`src/hw/rtl/djd_pkg.sv`:
```
`timescale 1ns / 1ps

package djd_pkg;

   localparam int PENDING_DEPTH_DEF = 16;

   localparam int CMD_W   = 2;
   localparam int TIME_W  = 17;
   localparam int JOB_W   = 16;
   localparam int FILE_W  = 16;
   localparam int DELAY_W = 16;
   localparam int DUE_W   = 18;
   localparam int TURN_W  = 18;
   localparam int KIND_W  = 2;
   localparam int NODES_W = 4;

   localparam int REQ_FIELDS_W = TIME_W + JOB_W + FILE_W + DELAY_W + TIME_W;
   localparam int REQ_DATA_W   = ((REQ_FIELDS_W + 7) / 8) * 8;
   localparam int RSP_FIELDS_W = JOB_W + FILE_W + TIME_W + TIME_W + TURN_W;
   localparam int RSP_DATA_W   = ((RSP_FIELDS_W + 7) / 8) * 8;

   localparam logic [CMD_W-1:0] CMD_ADD     = 2'd0;
   localparam logic [CMD_W-1:0] CMD_TICK    = 2'd1;
   localparam logic [CMD_W-1:0] CMD_CONFIRM = 2'd2;

   localparam logic [KIND_W-1:0] KIND_DISPATCH = 2'd0;
   localparam logic [KIND_W-1:0] KIND_FINISH   = 2'd1;
   localparam logic [KIND_W-1:0] KIND_REJECT   = 2'd2;

   localparam logic [NODES_W-1:0] NODES_RESET = 4'd15;

   typedef struct packed {
      logic [JOB_W-1:0]  job;
      logic [FILE_W-1:0] file;
      logic [DUE_W-1:0]  due;
   } entry_type;

   typedef struct packed {
      logic [KIND_W-1:0] kind;
      logic [JOB_W-1:0]  job;
      logic [FILE_W-1:0] file;
      logic [TIME_W-1:0] begin_time;
      logic [TIME_W-1:0] end_time;
      logic [TURN_W-1:0] turnaround;
   } result_type;

   typedef struct packed {
      logic load;
      logic exec;
      logic scan;
      logic shift;
      logic sel_disp;
   } ctrl_type;

   typedef struct packed {
      logic hit;
      logic scan_done;
      logic shift_done;
      logic first_vld;
      logic disp_vld;
   } stat_type;

endpackage

```
`src/hw/rtl/djd_ctrl.sv`:
```
`timescale 1ns / 1ps

module djd_ctrl (
   input  logic               clock,
   input  logic               reset,
   input  logic               req_tvalid,
   output logic               req_tready,
   output logic               rsp_tvalid,
   input  logic               rsp_tready,
   output logic               rsp_tlast,
   output djd_pkg::ctrl_type  ctrl,
   input  djd_pkg::stat_type  stat
);

   typedef enum logic [5:0] {
      ST_IDLE  = 6'b000001,
      ST_EXEC  = 6'b000010,
      ST_SCAN  = 6'b000100,
      ST_SHIFT = 6'b001000,
      ST_OUT1  = 6'b010000,
      ST_OUT2  = 6'b100000
   } state_type;

   state_type state_ff;
   state_type state_in;

   always_comb begin
      state_in = state_ff;
      unique case (state_ff)
         ST_IDLE: begin
            if (req_tvalid) state_in = ST_EXEC;
         end
         ST_EXEC: begin
            state_in = ST_SCAN;
         end
         ST_SCAN: begin
            if (stat.hit) begin
               state_in = ST_SHIFT;
            end else if (stat.scan_done) begin
               state_in = stat.first_vld ? ST_OUT1 : ST_IDLE;
            end
         end
         ST_SHIFT: begin
            if (stat.shift_done) state_in = stat.first_vld ? ST_OUT1 : ST_OUT2;
         end
         ST_OUT1: begin
            if (rsp_tready) state_in = stat.disp_vld ? ST_OUT2 : ST_IDLE;
         end
         ST_OUT2: begin
            if (rsp_tready) state_in = ST_IDLE;
         end
         default: begin
            state_in = ST_IDLE;
         end
      endcase
   end

   always_ff @(posedge clock) begin
      if (reset) begin
         state_ff <= ST_IDLE;
      end else begin
         state_ff <= state_in;
      end
   end

   assign req_tready    = (state_ff == ST_IDLE);
   assign rsp_tvalid    = (state_ff == ST_OUT1) || (state_ff == ST_OUT2);
   assign rsp_tlast     = (state_ff == ST_OUT2) || !stat.disp_vld;

   assign ctrl.load     = (state_ff == ST_IDLE) && req_tvalid;
   assign ctrl.exec     = (state_ff == ST_EXEC);
   assign ctrl.scan     = (state_ff == ST_SCAN);
   assign ctrl.shift    = (state_ff == ST_SHIFT);
   assign ctrl.sel_disp = (state_ff == ST_OUT2);

endmodule

```
`src/hw/rtl/djd_dpath.sv`:
```
`timescale 1ns / 1ps

module djd_dpath #(
   parameter int PENDING_DEPTH = djd_pkg::PENDING_DEPTH_DEF
) (
   input  logic                              clock,
   input  logic                              reset,
   input  djd_pkg::ctrl_type                 ctrl,
   output djd_pkg::stat_type                 stat,
   input  logic [djd_pkg::CMD_W-1:0]         in_command,
   input  logic [djd_pkg::TIME_W-1:0]        in_time,
   input  logic [djd_pkg::JOB_W-1:0]         in_job,
   input  logic [djd_pkg::FILE_W-1:0]        in_file,
   input  logic [djd_pkg::DELAY_W-1:0]       in_delay,
   input  logic [djd_pkg::TIME_W-1:0]        in_stamp,
   input  logic                              csr_valid,
   input  logic [djd_pkg::NODES_W-1:0]       csr_wdata,
   output djd_pkg::result_type               result
);

   localparam int AW = (PENDING_DEPTH > 1) ? $clog2(PENDING_DEPTH) : 1;
   localparam int CW = $clog2(PENDING_DEPTH + 1);
   localparam logic [CW-1:0] DEPTH_C = CW'(PENDING_DEPTH);

   djd_pkg::entry_type mem [PENDING_DEPTH];
   djd_pkg::entry_type rdata_ff;

   logic [djd_pkg::CMD_W-1:0]   cmd_ff;
   logic [djd_pkg::TIME_W-1:0]  now_ff;
   logic [djd_pkg::JOB_W-1:0]   job_ff;
   logic [djd_pkg::FILE_W-1:0]  file_ff;
   logic [djd_pkg::DELAY_W-1:0] delay_ff;
   logic [djd_pkg::TIME_W-1:0]  stamp_ff;

   logic [CW-1:0]                count_ff;
   logic                         busy_ff;
   logic [djd_pkg::NODES_W-1:0]  confirm_ff;
   logic [djd_pkg::NODES_W-1:0]  confirm_in;
   logic [djd_pkg::NODES_W-1:0]  nodes_ff;

   logic [CW-1:0] scan_ff;
   logic [CW-1:0] chk_idx_ff;
   logic          chk_vld_ff;
   logic [CW-1:0] sr_ff;
   logic [AW-1:0] sh_ff;
   logic          wv_ff;

   djd_pkg::result_type first_ff;
   djd_pkg::result_type disp_ff;
   logic                first_vld_ff;
   logic                disp_vld_ff;

   logic [CW-1:0]      rd_ptr;
   logic               we;
   logic [AW-1:0]      waddr;
   djd_pkg::entry_type wdata;
   logic               add_ok;
   logic               issue_more;
   logic               shift_more;
   logic               hit;
   logic [djd_pkg::DUE_W-1:0] due_new;

   assign add_ok     = (count_ff < DEPTH_C);
   assign issue_more = (scan_ff < count_ff);
   assign shift_more = (sr_ff < count_ff);
   assign due_new    = djd_pkg::DUE_W'(now_ff) + djd_pkg::DUE_W'(delay_ff);
   assign confirm_in = confirm_ff + 1'b1;
   assign hit        = !busy_ff && chk_vld_ff
                       && (rdata_ff.due <= djd_pkg::DUE_W'(now_ff));

   assign stat.hit        = ctrl.scan && hit;
   assign stat.scan_done  = busy_ff || (!hit && !issue_more);
   assign stat.shift_done = !shift_more && !wv_ff;
   assign stat.first_vld  = first_vld_ff;
   assign stat.disp_vld   = disp_vld_ff;

   assign result = ctrl.sel_disp ? disp_ff : first_ff;

   assign rd_ptr = ctrl.shift ? sr_ff : scan_ff;

   always_comb begin
      we    = 1'b0;
      waddr = count_ff[AW-1:0];
      wdata = '{job: job_ff, file: file_ff, due: due_new};
      if (ctrl.exec && (cmd_ff == djd_pkg::CMD_ADD) && add_ok) begin
         we = 1'b1;
      end else if (ctrl.shift && wv_ff) begin
         we    = 1'b1;
         waddr = sh_ff;
         wdata = rdata_ff;
      end
   end

   always_ff @(posedge clock) begin
      if (we) mem[waddr] <= wdata;
      rdata_ff <= mem[rd_ptr[AW-1:0]];
   end

   always_ff @(posedge clock) begin
      if (ctrl.load) begin
         cmd_ff   <= in_command;
         now_ff   <= in_time;
         job_ff   <= in_job;
         file_ff  <= in_file;
         delay_ff <= in_delay;
         stamp_ff <= in_stamp;
      end
      if (ctrl.exec) begin
         scan_ff  <= '0;
         if (cmd_ff == djd_pkg::CMD_CONFIRM) begin
            first_ff <= '{kind: djd_pkg::KIND_FINISH, job: job_ff, file: '0,
                          begin_time: stamp_ff, end_time: now_ff,
                          turnaround: djd_pkg::TURN_W'(now_ff)
                                      - djd_pkg::TURN_W'(stamp_ff)};
         end else begin
            first_ff <= '{kind: djd_pkg::KIND_REJECT, job: job_ff, file: file_ff,
                          begin_time: '0, end_time: '0, turnaround: '0};
         end
      end
      if (ctrl.scan && !busy_ff) begin
         scan_ff    <= scan_ff + 1'b1;
         chk_idx_ff <= scan_ff;
      end
      if (ctrl.scan && hit) begin
         disp_ff <= '{kind: djd_pkg::KIND_DISPATCH, job: rdata_ff.job,
                      file: rdata_ff.file, begin_time: now_ff, end_time: '0,
                      turnaround: '0};
         sh_ff   <= chk_idx_ff[AW-1:0];
         sr_ff   <= chk_idx_ff + 1'b1;
      end
      if (ctrl.shift) begin
         if (shift_more) sr_ff <= sr_ff + 1'b1;
         if (wv_ff) sh_ff <= sh_ff + 1'b1;
      end
   end

   always_ff @(posedge clock) begin
      if (reset) begin
         count_ff     <= '0;
         busy_ff      <= 1'b0;
         confirm_ff   <= '0;
         nodes_ff     <= djd_pkg::NODES_RESET;
         chk_vld_ff   <= 1'b0;
         wv_ff        <= 1'b0;
         first_vld_ff <= 1'b0;
         disp_vld_ff  <= 1'b0;
      end else begin
         if (csr_valid) nodes_ff <= csr_wdata;
         if (ctrl.load) begin
            first_vld_ff <= 1'b0;
            disp_vld_ff  <= 1'b0;
         end
         if (ctrl.exec) begin
            chk_vld_ff <= 1'b0;
            if (cmd_ff == djd_pkg::CMD_ADD) begin
               if (add_ok) begin
                  count_ff <= count_ff + 1'b1;
               end else begin
                  first_vld_ff <= 1'b1;
               end
            end else if (cmd_ff == djd_pkg::CMD_CONFIRM) begin
               if (confirm_in == nodes_ff) begin
                  busy_ff      <= 1'b0;
                  confirm_ff   <= '0;
                  first_vld_ff <= 1'b1;
               end else begin
                  confirm_ff <= confirm_in;
               end
            end
         end
         if (ctrl.scan && !busy_ff) begin
            chk_vld_ff <= issue_more;
         end
         if (ctrl.scan && hit) begin
            busy_ff     <= 1'b1;
            disp_vld_ff <= 1'b1;
            wv_ff       <= 1'b0;
         end
         if (ctrl.shift) begin
            wv_ff <= shift_more;
            if (!shift_more && !wv_ff) count_ff <= count_ff - 1'b1;
         end
      end
   end

endmodule

```
`src/hw/rtl/delayed_job_dispatcher.sv`:
```
`timescale 1ns / 1ps

// Delayed job dispatcher. Each req transfer (tuser = command) adds a job with
// a due time, counts a completion confirmation, or only ticks the clock; the
// block then sends zero, one or two rsp transfers, tlast on the final one. A
// rejection or finished record goes out before a dispatch of the same item.
// One item is worked at a time. An item loads and applies the command, then
// scans the pending table through its single read port at one entry per
// cycle (through every entry with no due entry, up to the first due entry on
// a hit, or with no read while busy), on a dispatch compacts the table over
// the same port, and then sends its results as rsp_tready takes them. The
// nodes_required register is to be written on the csr channel only while
// idle; the block itself does not enforce this, and the register resets to
// 15.
module delayed_job_dispatcher #(
   parameter int PENDING_DEPTH = djd_pkg::PENDING_DEPTH_DEF
) (
   input  logic                                clock,
   input  logic                                reset,
   // current_time, job_id, file_tag, delay_secs, start_stamp
   input  logic [djd_pkg::REQ_DATA_W-1:0]      req_tdata,
   // command
   input  logic [djd_pkg::CMD_W-1:0]           req_tuser,
   input  logic                                req_tvalid,
   output logic                                req_tready,
   // out_job, out_file, begin_time, end_time, turnaround
   output logic [djd_pkg::RSP_DATA_W-1:0]      rsp_tdata,
   // result_kind
   output logic [djd_pkg::KIND_W-1:0]          rsp_tuser,
   output logic                                rsp_tlast,
   output logic                                rsp_tvalid,
   input  logic                                rsp_tready,
   input  logic [djd_pkg::NODES_W-1:0]         csr_wdata,
   input  logic                                csr_valid,
   output logic                                csr_ready
);

   localparam int T0 = 0;
   localparam int J0 = T0 + djd_pkg::TIME_W;
   localparam int F0 = J0 + djd_pkg::JOB_W;
   localparam int D0 = F0 + djd_pkg::FILE_W;
   localparam int S0 = D0 + djd_pkg::DELAY_W;

   djd_pkg::ctrl_type   ctrl;
   djd_pkg::stat_type   stat;
   djd_pkg::result_type result;

   assign csr_ready = 1'b1;

   djd_ctrl u_ctrl (
      .clock      (clock),
      .reset      (reset),
      .req_tvalid (req_tvalid),
      .req_tready (req_tready),
      .rsp_tvalid (rsp_tvalid),
      .rsp_tready (rsp_tready),
      .rsp_tlast  (rsp_tlast),
      .ctrl       (ctrl),
      .stat       (stat)
   );

   djd_dpath #(
      .PENDING_DEPTH (PENDING_DEPTH)
   ) u_dpath (
      .clock      (clock),
      .reset      (reset),
      .ctrl       (ctrl),
      .stat       (stat),
      .in_command (req_tuser),
      .in_time    (req_tdata[J0-1:T0]),
      .in_job     (req_tdata[F0-1:J0]),
      .in_file    (req_tdata[D0-1:F0]),
      .in_delay   (req_tdata[S0-1:D0]),
      .in_stamp   (req_tdata[S0+djd_pkg::TIME_W-1:S0]),
      .csr_valid  (csr_valid),
      .csr_wdata  (csr_wdata),
      .result     (result)
   );

   assign rsp_tuser = result.kind;
   assign rsp_tdata = djd_pkg::RSP_DATA_W'({result.turnaround, result.end_time,
                                            result.begin_time, result.file,
                                            result.job});

endmodule
```
`config.mk`:
```
export PLATFORM = sky130hd
export DESIGN_NAME = delayed_job_dispatcher
export DESIGN_NICKNAME = d
export VERILOG_FILES = /design/src/hw/rtl/djd_pkg.sv /design/src/hw/rtl/djd_ctrl.sv /design/src/hw/rtl/djd_dpath.sv /design/src/hw/rtl/delayed_job_dispatcher.sv
export SDC_FILE = /design/constraint.sdc
export NUM_CORES = 2
export LEC_CHECK = 0
export ABC_CLOCK_PERIOD_IN_PS = 13900
export BUFFER_PORTS_ARGS = -buffer_cell sky130_fd_sc_hd__buf_2
export CORE_MARGIN = 5
export CORE_UTILIZATION = 65
export DETAILED_ROUTE_END_ITERATION = 8
export PLACE_DENSITY = 0.8
export SYNTH_ARGS = -nofsm -noshare
export SYNTH_HDL_FRONTEND = slang
export SYNTH_SLANG_ARGS = --single-unit
```
`constraint.sdc`:
```
create_clock -name clock -period 13.9 [get_ports clock]
set_input_delay 1.39 -clock clock [delete_from_list [all_inputs] [get_ports clock]]
set_output_delay 1.39 -clock clock [all_outputs]
set_load 0.05 [all_outputs]
```
==> results.md <==
- Outcome: finished clean
- Fin crit period: 5.56 ns
- Diode count: 0
- Vias in the first global route: 25.0k
- RePlAce Congestion: 0.864
- Clock sink total: 1112
- Hold Path Sink: u_dpath.disp_ff[57]$_DFFE_PP_
- Final wirelength: 102 mm
- Synth area leader: edfxtp_1
- Leakage power: 17.0 nW
- Pwr/cell area: 172 nW/um^2
- Class of the worst hold path: reg2reg
- Clock transition at path regs: 0.06 ns
- Worst setup margin: 8.34 ns
- Die Wd: 271 um
- Reg-to-reg endpoint: u_dpath.rdata_ff[17]$_DFF_P_
- Total gr overflow: 0
- CTS Buf Count: 107
- Reg-to-reg critical path startpoint: u_ctrl.state_ff[5]$_SDFFE_PP0P_
- Layout cells sized above 1: 24.2%
- Synthesis-to-layout area growth: 12.5%
- Worst Tran Pin Value: 1.36 ns
- Deepest clock path buffer count: 3
- Seq cells post-synth: 1112
- Setup crit start kind: flip-flop
- Hold buffer count at cts: 0
- Worst VDD drop: 0.000104 V
- First-pass detailed-route iteration total: 6
- Syn avg cell area: 17.7 um^2
- Finished Layout Cells: 3677
- Sequential share of power: 49.2%
- Synth top area share: 69.8%
- Commonest cells after routing, fill and taps aside: edfxtp_1, nand2_1, mux4_2
- Setup TNS Final: 0 ns
- Total core area: 67400 um^2
- Synth Instances: 2500
- Synth cell types: 73
- Crit. End Element: flip-flop
- Async SR Flop Fraction: 0%
- Synthesized area: 44300 um^2
- Final #Nets: 2878
- Pint: 6.29 mW
- Most common cell after layout, fill and taps aside: edfxtp_1
- Worst-path fanout max: 120
- Gr usage total: 27.7%
- Setup Viol. Count Final: 0
- Critical Path AT: 6.03 ns
- First-pass GRT wire length: 153 mm
- Die H: 271 um
- Final Skew: 0.0249 ns
- Initial Util: 65.7%
- Iter 0 DRT Violations: 3054
- DP Cell Count: 3476
- Clock share of power: 34.9%
- Synth warn: 0
- Fillers: 3648
- Period utilization: 40.0%
- Design area: 49800 um^2
- Sw power: 2.29 mW
- Port Buf Inserts: 181
- # Max-Cap Violations: 0
- R2R depth: 10
- Post-CTS setup buffer count: 0
- Post-synthesis sequential area ratio: 73.6%
- H-tree levels: 3
- Ports: 193
- CTS resizes: 0
- CTS tree: built
- Place WS: 8.33 ns
- RSZ-0062 raised after global routing: false
- Row Count: 95
- DRC errors left: 0
- Worst Hold Depth: 0
- Clock Latency Late Sink: 0.68 ns
- CTS root buf: clkbuf_16
- Drt wl/cell: 27.8 um
- Dpl cell area: 46100 um^2
- Initial antenna violation count: 0
- Final Hold Fails: 0
- Vias: 24.2k
- Maximum clock rate: 180 MHz
- WS Path Type: reg2reg
- Largest net degree at the start of global routing: 166
- Fin. max-slew vios: 0
- Vias per inst: 6.59
- Antenna viol nets, final: 0
- DIE AREA: 73400 um^2
- Post-synth EDFFs: 1029
- Ys flop type: edfxtp_1
- Most area-consuming cells after synthesis: edfxtp_1, mux4_2, dfxtp_1
- Slew HR: 8.72%
- R2R setup slack: 8.34 ns
- Hold Path Origin: u_dpath.rdata_ff[23]$_DFF_P_
- Worst EP required: 14.37 ns
- DP HPWL: 50.0 mm
- Logic pwr share: 15.9%
- Sw Share: 26.7%
critical path, cell delays in order, from the launching register on:
cell and delay [ns]:
dfxtp_1 0.43, nor2_2 0.20, nand4b_1 0.68, mux2i_4 0.36, buf_4 0.62, buf_4 0.85, buf_12 0.74, mux4_2 0.59
and2_1 0.17, a211oi_1 0.32, a31oi_1 0.12
power groups by stage:
stage | clock network, mW | registers (mW) | logic (mW)
global placement | 0 | 4.28 | 1.26
global route | 3.17 | 4.23 | 1.48
CTS | 3.02 | 4.22 | 1.35
floorplan | 0 | 4.25 | 0.961
detailed placement | 0 | 4.28 | 1.33
finish | 2.99 | 4.22 | 1.37
routing by layer:
metal / up-vias / routed length [um] / GRT usage, %
li1: 10200 / - / -
met1: 12300 / 37600 / 37.2
met2: 1451 / 52100 / 47.2
met3: 215 / 9380 / 4.46
met4: 0 / 3200 / 9.21
met5: - / 0 / 0
cell type report:
type                            count  area, um^2  share of cell area [%]
Sequential cell                  1112       32600                    65.4
Multi-Input combinational cell   1213       11000                    22.2
Clock buffer                      143        2960                    5.95
Timing Repair Buffer              220        1220                    2.46
Tap cell                          873        1090                    2.19
Clock inverter                     58         698                    1.40
Inverter                           58         223                   0.447
cell families (layout without fill, tap and decap cells):
| logic type | count (synthesis) | after routing | share of synthesized area (%) |
|---|---|---|---|
| flip-flops | 1112 | 1112 | 73.6 |
| AND/OR/NAND/NOR | 566 | 566 | 6.06 |
| AO/OA/AOI/OAI | 279 | 279 | 4.11 |
| multiplexers | 262 | 262 | 11.7 |
| buffers and inverters | 178 | 479 | 1.93 |
| adder cells (fa/ha/maj) | 67 | 67 | 1.93 |
| XOR/XNOR | 34 | 34 | 0.673 |
| other | 2 | 5 | 0.0170 |
worst max-delay path by stage:
stage	depth (start not counted)	endpoint	slack (ns)	from
detailed placement	10	u_dpath.rdata_ff[17]$_DFF_P_	8.33	u_ctrl.state_ff[5]$_SDFFE_PP0P_
global route	10	u_dpath.rdata_ff[17]$_DFF_P_	7.84	u_ctrl.state_ff[5]$_SDFFE_PP0P_
CTS	10	u_dpath.rdata_ff[17]$_DFF_P_	8.27	u_ctrl.state_ff[5]$_SDFFE_PP0P_
global placement	10	u_dpath.rdata_ff[17]$_DFF_P_	8.41	u_ctrl.state_ff[5]$_SDFFE_PP0P_
floorplan	7	u_dpath.mem[14][0]$_DFFE_PP_	9.40	u_ctrl.state_ff[3]$_SDFFE_PP0P_
finish	10	u_dpath.rdata_ff[17]$_DFF_P_	8.34	u_ctrl.state_ff[5]$_SDFFE_PP0P_
sequential cells by signal, summed over array words and instances (netlist names):
signal                cells
u_dpath.stamp_ff         17
u_dpath.nodes_ff          4
u_dpath.chk_vld_ff        1
u_dpath.now_ff           17
u_dpath.chk_idx_ff        5
u_ctrl.state_ff           6
u_dpath.sh_ff             4
u_dpath.file_ff          16
u_dpath.first_vld_ff      1
u_dpath.confirm_ff        4
u_dpath.delay_ff         16
u_dpath.wv_ff             1
u_dpath.count_ff          5
u_dpath.scan_ff           5
u_dpath.mem             800
u_dpath.cmd_ff            2
u_dpath.job_ff           16
u_dpath.first_ff         86
u_dpath.busy_ff           1
u_dpath.disp_ff          49
u_dpath.rdata_ff         50
u_dpath.disp_vld_ff       1
u_dpath.sr_ff             5
synth_stat cells (all sizes together), types with 14 or more instances:
cell type	n
buf	58
ha	65
a21o	16
nor3	22
nand2	240
a21oi	54
xor2	20
o21ai	40
inv	58
xnor2	14
mux4	200
nor2	109
clkbuf	61
a31oi	64
nand3	19
mux2	50
and2	108
a211oi	60
edfxtp	1029
dfxtp	83
through the flow:
stage,power [mW],utilization (%),hold slack (ns)
detailed placement,5.61,68.5,0.414
global route,8.88,73.9,0.447
global placement,5.54,68.5,0.418
floorplan,5.21,-,0.408
finish,8.58,73.9,0.432
CTS,8.59,73.9,0.431
Note: power is estimated with default switching activity, not from simulation.
